File: src/hw/rtl/cbd_pkg.sv
// Shared types, constants and the ring-length remainder table for the deque.
// Used by cbd_ptr and circular_buffer_deque; no dependencies of its own.
package cbd_pkg;

    localparam int RING_SLOTS = 16;
    localparam int WORD_BITS  = 32;
    localparam int IDX_BITS   = $clog2(RING_SLOTS);
    localparam int CAP_BITS   = 4;
    localparam int CNT_BITS   = 4;
    localparam logic [CAP_BITS-1:0] CAP_RESET = 4'd15;

    // Operation codes carried on the input tuser
    typedef enum logic [1:0] {
        MODE_PUSH_FRONT = 2'd0,
        MODE_PUSH_BACK  = 2'd1,
        MODE_POP_FRONT  = 2'd2,
        MODE_POP_BACK   = 2'd3
    } t_mode;

    typedef enum logic [1:0] {
        STAT_DONE       = 2'd0,
        STAT_PUSH_FULL  = 2'd1,
        STAT_POP_EMPTY  = 2'd2
    } t_status;

    // Memory access issued for one transaction
    typedef struct packed {
        logic                we;
        logic                re;
        logic [IDX_BITS-1:0] addr;
    } t_ram_req;

    // Result fields known at issue time (popped word comes from the RAM)
    typedef struct packed {
        logic                pop_ok;
        t_status             status;
        logic [CNT_BITS-1:0] count;
        logic                empty;
        logic                full;
    } t_result;

    // Remainder of an index by the ring length (capacity + 1), for
    // every capacity and index: entry {cap, idx}. Built by counting.
    typedef logic [(1 << (CAP_BITS + IDX_BITS))-1:0][IDX_BITS-1:0] t_mod_tbl;

    function automatic t_mod_tbl build_mod_tbl();
        t_mod_tbl            tbl;
        logic [IDX_BITS-1:0] r;
        tbl = '0;
        for (int c = 0; c < (1 << CAP_BITS); c++) begin
            r = '0;
            for (int i = 0; i < (1 << IDX_BITS); i++) begin
                tbl[c * (1 << IDX_BITS) + i] = r;
                if (32'(r) >= c) begin
                    r = '0;
                end else begin
                    r = r + 1'b1;
                end
            end
        end
        return tbl;
    endfunction

    localparam t_mod_tbl MOD_TBL = build_mod_tbl();

endpackage

File: src/hw/rtl/cbd_ram.sv
// Generic single-write, single-read synchronous RAM with registered read.
// No dependencies.
module cbd_ram #(
    parameter int WIDTH = 32,
    parameter int DEPTH = 16
) (
    input  logic                     i_clk,
    input  logic                     i_we,
    input  logic [$clog2(DEPTH)-1:0] i_waddr,
    input  logic [WIDTH-1:0]         i_wdata,
    input  logic                     i_re,
    input  logic [$clog2(DEPTH)-1:0] i_raddr,
    output logic [WIDTH-1:0]         o_rdata
);

    logic [WIDTH-1:0] r_mem [DEPTH];
    logic [WIDTH-1:0] r_rdata;

    always_ff @(posedge i_clk) begin
        if (i_we) begin
            r_mem[i_waddr] <= i_wdata;
        end
        if (i_re) begin
            r_rdata <= r_mem[i_raddr];
        end
    end

    assign o_rdata = r_rdata;

endmodule

File: src/hw/rtl/cbd_ptr.sv
// Head/tail pointers, capacity register and per-transaction decode.
// Depends on cbd_pkg.
module cbd_ptr (
    input  logic                          i_clk,
    input  logic                          i_rst_n,
    input  logic                          i_acc,
    input  cbd_pkg::t_mode                i_mode,
    input  logic                          i_cfg_we,
    input  logic [cbd_pkg::CAP_BITS-1:0]  i_cfg_data,
    output cbd_pkg::t_ram_req             o_req,
    output cbd_pkg::t_result              o_res
);

    logic [cbd_pkg::IDX_BITS-1:0] r_head, n_head;
    logic [cbd_pkg::IDX_BITS-1:0] r_tail, n_tail;
    logic [cbd_pkg::CAP_BITS-1:0] r_cap;

    logic [cbd_pkg::IDX_BITS-1:0] head_fwd, head_back, tail_fwd, tail_back;
    logic [cbd_pkg::IDX_BITS-1:0] head_mod, tail_mod;
    logic [cbd_pkg::IDX_BITS:0]   diff;
    logic [cbd_pkg::IDX_BITS:0]   len;
    logic                         is_empty, is_full, is_push, ok;

    // Wrap by comparison against length-1, which is the capacity
    always_comb begin
        head_fwd  = ({1'b0, r_head} >= {1'b0, r_cap}) ? '0 : r_head + 1'b1;
        tail_fwd  = ({1'b0, r_tail} >= {1'b0, r_cap}) ? '0 : r_tail + 1'b1;
        head_back = (r_head == '0) ? r_cap : r_head - 1'b1;
        tail_back = (r_tail == '0) ? r_cap : r_tail - 1'b1;
        is_empty  = (r_head == r_tail);
        is_full   = (tail_fwd == r_head);
        is_push   = (i_mode == cbd_pkg::MODE_PUSH_FRONT) ||
                    (i_mode == cbd_pkg::MODE_PUSH_BACK);
        ok        = is_push ? !is_full : !is_empty;
    end

    // Operation decode: memory access and next pointers
    always_comb begin
        n_head    = r_head;
        n_tail    = r_tail;
        o_req.we  = 1'b0;
        o_req.re  = 1'b0;
        o_req.addr = r_head;
        unique case (i_mode)
            cbd_pkg::MODE_PUSH_FRONT: begin
                o_req.addr = head_back;
                o_req.we   = i_acc && ok;
                if (ok) n_head = head_back;
            end
            cbd_pkg::MODE_PUSH_BACK: begin
                o_req.addr = r_tail;
                o_req.we   = i_acc && ok;
                if (ok) n_tail = tail_fwd;
            end
            cbd_pkg::MODE_POP_FRONT: begin
                o_req.addr = r_head;
                o_req.re   = i_acc && ok;
                if (ok) n_head = head_fwd;
            end
            cbd_pkg::MODE_POP_BACK: begin
                o_req.addr = tail_back;
                o_req.re   = i_acc && ok;
                if (ok) n_tail = tail_back;
            end
            default: begin
                o_req.addr = r_head;
            end
        endcase
    end

    // Count after the operation: both indices reduced by the ring length,
    // then a signed difference folded back into range
    always_comb begin
        len      = {1'b0, r_cap} + 1'b1;
        head_mod = cbd_pkg::MOD_TBL[{r_cap, n_head}];
        tail_mod = cbd_pkg::MOD_TBL[{r_cap, n_tail}];
        diff     = {1'b0, tail_mod} - {1'b0, head_mod};
        if (diff[cbd_pkg::IDX_BITS]) begin
            diff = diff + len;
        end
        o_res.count  = diff[cbd_pkg::CNT_BITS-1:0];
        o_res.empty  = (n_head == n_tail);
        o_res.full   = (diff == {1'b0, r_cap});
        o_res.pop_ok = ok && !is_push;
        if (ok) begin
            o_res.status = cbd_pkg::STAT_DONE;
        end else if (is_push) begin
            o_res.status = cbd_pkg::STAT_PUSH_FULL;
        end else begin
            o_res.status = cbd_pkg::STAT_POP_EMPTY;
        end
    end

    // Pointer and capacity registers
    always_ff @(posedge i_clk) begin
        if (!i_rst_n) begin
            r_head <= '0;
            r_tail <= '0;
            r_cap  <= cbd_pkg::CAP_RESET;
        end else begin
            if (i_acc) begin
                r_head <= n_head;
                r_tail <= n_tail;
            end
            if (i_cfg_we) begin
                r_cap <= i_cfg_data;
            end
        end
    end

endmodule

File: src/hw/rtl/circular_buffer_deque.sv
// Double-ended queue in a ring of capacity+1 slots held in one RAM.
// Pipeline: stage 2 holds the result with the RAM read, then the output register.
// Throughput: 1 transaction/cycle unless stalled; set by the single RAM port pair.
// Reset: synchronous active-low; head, tail cleared, capacity 15, RAM not cleared.
// Depends on cbd_pkg, cbd_ptr, cbd_ram.
module circular_buffer_deque (
    input  logic        i_clk,
    input  logic        i_rst_n,
    // Input stream
    input  logic        i_s_tvalid,
    output logic        o_s_tready,
    input  logic [31:0] i_s_tdata,   // [31:0] data_in
    input  logic [1:0]  i_s_tuser,   // [1:0] mode
    // Result stream
    output logic        o_m_tvalid,
    input  logic        i_m_tready,
    output logic [39:0] o_m_tdata,   // [31:0] data_out, [35:32] count, [39:36] zero
    output logic [3:0]  o_m_tuser,   // [1:0] status, [2] now_empty, [3] now_full
    // Capacity register write
    input  logic        i_cfg_valid,
    output logic        o_cfg_ready,
    input  logic [3:0]  i_cfg_data
);

    cbd_pkg::t_ram_req                 req;
    cbd_pkg::t_result                  res;
    cbd_pkg::t_result                  r_p_res;
    logic                              r_p_valid;
    logic                              r_o_valid;
    logic [cbd_pkg::WORD_BITS-1:0]     r_o_data;
    cbd_pkg::t_result                  r_o_res;
    logic [cbd_pkg::WORD_BITS-1:0]     rdata;
    logic                              acc, o_move;

    assign o_move      = !r_o_valid || i_m_tready;
    assign o_s_tready  = !r_p_valid || o_move;
    assign acc         = i_s_tvalid && o_s_tready;
    assign o_cfg_ready = 1'b1;

    cbd_ptr u_ptr (
        .i_clk      (i_clk),
        .i_rst_n    (i_rst_n),
        .i_acc      (acc),
        .i_mode     (cbd_pkg::t_mode'(i_s_tuser)),
        .i_cfg_we   (i_cfg_valid),
        .i_cfg_data (i_cfg_data),
        .o_req      (req),
        .o_res      (res)
    );

    // Read data only changes on a new pop, so it holds while stage 2 stalls
    cbd_ram #(
        .WIDTH (cbd_pkg::WORD_BITS),
        .DEPTH (cbd_pkg::RING_SLOTS)
    ) u_ram (
        .i_clk   (i_clk),
        .i_we    (req.we),
        .i_waddr (req.addr),
        .i_wdata (i_s_tdata),
        .i_re    (req.re),
        .i_raddr (req.addr),
        .o_rdata (rdata)
    );

    // Stage 2 waits for RAM data; output register parts from the consumer
    always_ff @(posedge i_clk) begin
        if (!i_rst_n) begin
            r_p_valid <= 1'b0;
            r_o_valid <= 1'b0;
        end else begin
            if (acc) begin
                r_p_valid <= 1'b1;
            end else if (o_move) begin
                r_p_valid <= 1'b0;
            end
            if (o_move) begin
                r_o_valid <= r_p_valid;
            end
        end
    end

    // Payload registers
    always_ff @(posedge i_clk) begin
        if (acc) begin
            r_p_res <= res;
        end
        if (o_move && r_p_valid) begin
            r_o_res  <= r_p_res;
            r_o_data <= r_p_res.pop_ok ? rdata : '0;
        end
    end

    assign o_m_tvalid = r_o_valid;
    assign o_m_tdata  = {4'b0000, r_o_res.count, r_o_data};
    assign o_m_tuser  = {r_o_res.full, r_o_res.empty, r_o_res.status};

endmodule
File: config.mk
export PLATFORM = sky130hd
export DESIGN_NAME = circular_buffer_deque
export DESIGN_NICKNAME = d
export VERILOG_FILES = /design/src/hw/rtl/cbd_pkg.sv /design/src/hw/rtl/cbd_ram.sv /design/src/hw/rtl/cbd_ptr.sv /design/src/hw/rtl/circular_buffer_deque.sv
export SDC_FILE = /design/constraint.sdc
export NUM_CORES = 1
export LEC_CHECK = 0
export BUFFER_PORTS_ARGS = -buffer_cell sky130_fd_sc_hd__clkbuf_2
export CAP_MARGIN = 20
export CORE_MARGIN = 2
export CORE_UTILIZATION = 35
export CTS_BUF_LIST = sky130_fd_sc_hd__clkbuf_4 sky130_fd_sc_hd__clkbuf_8
export CTS_CLUSTER_SIZE = 10
export DETAILED_ROUTE_END_ITERATION = 16
export SETUP_SLACK_MARGIN = 0.02
export SYNTH_ARGS = -nofsm -noshare
export SYNTH_HDL_FRONTEND = slang
export SYNTH_SLANG_ARGS = --single-unit
File: constraint.sdc
create_clock -name i_clk -period 19.65 [get_ports i_clk]
set_input_delay 2.9475 -clock i_clk [delete_from_list [all_inputs] [get_ports i_clk]]
set_output_delay 2.9475 -clock i_clk [all_outputs]
set_load 0.02 [all_outputs]
# Word level (Yosys, flattened, before mapping)
# Memory sizes are Yosys's and may differ from the RTL's. A register that Yosys moved wholly into a read port is not among the register bits.
# Index checks and enable logic that the tools add are counted.
# word_totals
rom_bits	2048
ramBits	512
in_bits	43
mem_count	3
register_bits	63
latchBits	0
elab_cells	76
# mem_list
name	words	width	rd	rd_clocked_by_memory_dff	wr	line	rtl
(no name shown)	256	4	1	0	0	cbd_ptr.sv:76	tail_mod = cbd_pkg::MOD_TBL[{r_cap, n_tail}];
(no name shown)	256	4	1	0	0	cbd_ptr.sv:75	head_mod = cbd_pkg::MOD_TBL[{r_cap, n_head}];
u_ram.r_mem	16	32	1	1	1	cbd_ram.sv:16	logic [WIDTH-1:0] r_mem [DEPTH];
# classes
addsub	7
div	0
n_reduce_logical	18
n_lt_le_gt_ge	4
bitwise_logic	0
mux	22
mul	0
shift	0
eq_ne	7
# op_table
operator	n
4-bit 2-to-1 mux	10
8-bit by 9-bit less-than comparator with 1-bit output, second input constant	2
4-bit case mux with 2 select lines	2
4-bit case mux with 4 select lines	1
4-bit equality test	3
4-bit by 1-bit adder with 4-bit output, second input constant	2
4-bit greater-or-equal comparator	2
4-bit zero test	2
4-bit by 1-bit subtractor with 4-bit output, second input constant	2
1-bit 2-to-1 mux	7
4-bit by 1-bit adder with 5-bit output, second input constant	1
5-bit adder	1
5-bit by 4-bit equality test with 1-bit output	1
1-bit zero test	5
5-bit 2-to-1 mux	1
4-bit by 4-bit subtractor with 5-bit output	1
2-bit equality test, second input constant	2
1-bit logical AND	4
2-bit OR reduction	2
1-bit logical OR	3
2-bit by 1-bit equality test with 1-bit output, second input constant	1
2-bit zero test	1
2-bit 2-to-1 mux	1
2-bit nonzero test	1

# Logic depth before layout (Yosys ltp)
# depth
depth_word	13
depth_mapped	31
ltp_nobuf	27

# Modules after synthesis
# Synthesis repeated with hierarchy kept, for this count alone.
# unflattened
hier_cells	1399
area_unflattened_um2	25476.9
# by_module_without_submodules
module	instances	seq_area_each_um2	area_each_um2	cells_each
cbd_ram	1	16335.7	20174.3	838
cbd_ptr	1	240.2	3427.0	461
circular_buffer_deque	1	1511.4	1875.5	100

# Worst setup path after synthesis
# No wires, ideal clock.
# synth_path
path_kind	input to register
start	input i_s_tuser[1]
end	register r_p_res[0] (netlist name), data pin
n_path_buf	3
arrival_ns	7.437
t_required_ns	19.474
stages	25
path_slack_ns	12.037
cell_sequence	buf_2 > and2_1 > buf_4 > a211o_2 > a21oi_1 > o22a_1 > clkbuf_1 > inv_1 > ha_1 > inv_1 > o21ai_0 > o21ai_0 > a21oi_1 > o21ai_0 > a32oi_1 > ha_1 > fa_1 > inv_1 > ha_1 > a21o_1 > a21oi_1 > xnor2_1 > mux2_2 > xnor2_1 > nor4_1
# synth_rtl
item	line	rtl
start: declaration	circular_buffer_deque.sv:13	input logic [1:0] i_s_tuser,
end signal: assignment	circular_buffer_deque.sv:85	r_p_res <= res;
end: declaration	circular_buffer_deque.sv:27	cbd_pkg::t_result r_p_res;

==> results.cfg <==
[run_status]
status = completed

[cts]
post_cts_buffers = 0
cts_resized = 0
clock-root-buffer = clkbuf_8
insertion_delay_ns = 0.70
postCtsHoldBufs = 0
cts_tree = built
clk_pin_slew_ns = 0.06
cts_buffers = 100
cts_buffer_depth = 3
h-tree-depth = 3
cts.sinks = 607

[setup_path]
r2r_slack_ns = 12.36
r2r_start = u_ptr.r_cap[1]$_SDFFE_PN1P_
crit_path_end_kind = flip-flop
slowest_stage = fa_1
worstPathArrival_ns = 8.24
path_max_fanout = 18
crit_chain = clkbuf_2, inv_1, a2111o_1, a21oi_1, o22a_1, inv_1, ha_1, inv_1, o21ai_0, mux2i_1, o22ai_1, o21ai_0, a32oi_1, ha_1, fa_1, inv_1, fa_1, xnor2_1, o21ai_0, xnor2_1, o31ai_1, nor4_1
slowest_delay_ns = 0.57
worst_ep_required_time_ns = 20.14
cp-start-kind = input port
crit_top_cell = inv_1
r2r_end = r_p_res[0]$_DFFE_PP_
r2r_cells = 26
critPathKind = in2reg

[logic_synthesis]
synthArstFlopShare = 0
yosysWarnings = 0
synthCells = 1806
synth_ff_type = edfxtp_1
seq_area_frac_synth = 0.685
ys_types = 80
synth.avg_cell_area_sq_um = 14.6
synth_seq_cells = 607
synth_edf_count = 593
syn_area_sq_um = 26400

[routing]
vias_per_cell = 5.32
dr.pass1.iters = 5
wirelength_microns = 62200
avgRoutedWirePerCell_microns = 21.1
drtAntennaViolNets = 0
drc = 0
drt_iter0_drc = 1304
vias = 15664

[job]
cap_violations = 0

[sta]
slew_viol_final = 0
clock_skew_ns = 0.0633
period_share = 0.394
worst_slew_pin_slew_ns = 1.42
hold_viol_final = 0
setup_tns_ns = 0
fmax_mhz = 129
min_period_ns = 7.75
rsz0062_at_grt = no
setup_viol = 0
slew_headroom = 0.0541

[floorplanning]
core_sq_um = 74600
dieArea_sq_um = 77700
die_x_microns = 279
ioPinCount = 90
die-height_microns = 279
fp-row-count = 100
start_util = 0.354

[finish]
multi_input_area_sq_um = 7760
seq_area_sq_um = 18100
nets = 1982
final_layout_size_suffix_gt1_frac = 0.178
fillers = 6886
area_growth_pct = 12.8
final_cells = 2943

[min_path]
holdPathEnd = o_m_tuser[2]$_DFFE_PP_
hold_class = reg2reg
holdPathStages = 0
min-delay-start = r_p_res[1]$_DFFE_PP_

[global_routing]
grt_max_degree = 178
grt_pass1_wl_microns = 93400
grt_overflow = 0
grt_usage = 0.157
antenna_found_initial = 6
grt_pass1_vias = 15540

[placed_design]
portBuffers = 84
placed_cells = 2764
place_hpwl_microns = 32700
place_congestion = 0.833

[power_and_ir_drop]
ir_drop_mv = 0.0537
p_leak_nw = 10.0
powerDensity_nw_per_um2 = 104
cells by family (layout without fill, tap and decap cells):
logic type               count (synthesis)  count (layout)  share of synthesized area
flip-flops                             607             607                      0.685
AND/OR/NAND/NOR                        459             459                     0.0837
AO/OA/AOI/OAI                          343             343                     0.0917
multiplexers                           176             176                     0.0833
buffers and inverters                  156             320                     0.0283
adder cells (fa/ha/maj)                 43              43                     0.0208
XOR/XNOR                                20              20                    0.00692
other                                    2               6                   0.000284
layout make-up:
| type | instances | share of cell area |
|---|---|---|
| multi-input combinational | 1046 | 0.261 |
| sequential | 607 | 0.607 |
| antenna | 1 | 0.0000840 |
| inverter | 26 | 0.00328 |
| clock inverter | 48 | 0.0111 |
| tap | 969 | 0.0407 |
| timing repair buffer | 116 | 0.0226 |
| clock buffer | 130 | 0.0542 |
worst max path at each step:
| stage | cells past startpoint | end | slack, ns | start |
|---|---|---|---|---|
| 2_1_floorplan | 25 | r_p_res[0]$_DFFE_PP_ | 12.04 | i_s_tuser[1] |
| 3_3_place_gp | 23 | r_p_res[0]$_DFFE_PP_ | 11.43 | i_s_tuser[1] |
| 3_5_place_dp | 23 | r_p_res[0]$_DFFE_PP_ | 11.30 | i_s_tuser[1] |
| 4_1_cts | 22 | r_p_res[0]$_DFFE_PP_ | 11.98 | i_s_tuser[1] |
| 5_1_grt | 22 | r_p_res[0]$_DFFE_PP_ | 11.48 | i_s_tuser[1] |
| 6_report | 22 | r_p_res[0]$_DFFE_PP_ | 11.90 | i_s_tuser[1] |
metrics by stage:
stage / hold WS, ns / util / worst slack, ns / cell area, sq um / power [mW]
floorplan: 0.400 / - / 12.04 / 26400 / 1.91
global placement: 0.406 / 0.373 / 11.43 / 27800 / 2.04
detailed placement: 0.410 / 0.373 / 11.30 / 27800 / 2.05
CTS: 0.427 / 0.399 / 11.98 / 29800 / 3.13
global route: 0.435 / 0.399 / 11.48 / 29800 / 3.23
finish: 0.422 / 0.399 / 11.90 / 29800 / 3.09
cell usage after synthesis (14+ instances only):
master    instances  area, sq um
a21oi_1          76          380
edfxtp_1        593        17800
nor3_1           46          230
a311oi_1         69          604
clkbuf_1         63          236
a211oi_1         76          571
o21ai_0          36          180
ha_1             40          500
nor2_1           63          236
dfxtp_1          14          280
mux2i_1         136         1360
buf_4            22          165
inv_1            20         75.1
buf_2            34          170
nand2_1         191          717
mux4_2           32          721
and2_1           99          619
flip-flops by register name, summed over array words and instances, names as in the netlist:
name	cells
r_o_data	32
u_ram.o_rdata	32
u_ptr.r_cap	4
r_p_valid	1
u_ptr.r_head	4
o_m_tvalid	1
o_m_tuser	4
o_m_tdata	4
u_ram.r_mem	512
r_p_res	9
u_ptr.r_tail	4
metal layers:
metal	wire length, microns	up-vias	part of all wire	global-route usage
met5	57	-	0.00092	0
met4	1470	8	0.024	0.0491
met3	3530	125	0.057	0.0305
met2	30000	474	0.48	0.261
met1	27200	7895	0.44	0.209
li1	-	7162	-	-
worst max-delay path, delay by kind of cell:
kind | cells | cell delay, ns
simple gates | 1 | 0.30
compound gates | 9 | 1.97
xor+xnor | 2 | 0.32
mux | 1 | 0.20
fa+ha+maj | 4 | 1.54
buf+inv | 5 | 0.96
placed cells by master, fill, tap and decap left out, drive strengths merged, types with 7 or more instances in the layout:
master | synthesis | layout
xor2 | 7 | 7
inv | 24 | 28
xnor2 | 13 | 13
nand2 | 191 | 191
nor2 | 65 | 65
nor4 | 7 | 7
o21ai | 45 | 45
nand3 | 14 | 14
nor3 | 48 | 48
and2 | 99 | 99
ha | 40 | 40
o211ai | 11 | 11
mux2i | 139 | 139
edfxtp | 593 | 593
dfxtp | 14 | 14
mux4 | 32 | 32
a21oi | 79 | 79
clkbuf | 63 | 214
a211oi | 78 | 78
a311oi | 69 | 69
clkinv | 2 | 41
a31oi | 9 | 9
nand2b | 14 | 14
buf | 67 | 32
where the power goes:
group / internal, mW / total [mW] / switching [mW]
sequential: 1.48 / 1.49 / 0.0138
combinational: 0.200 / 0.536 / 0.336
clock: 0.567 / 1.07 / 0.501
total: 2.24 / 3.09 / 0.851
(Power assumes the default switching activity.)
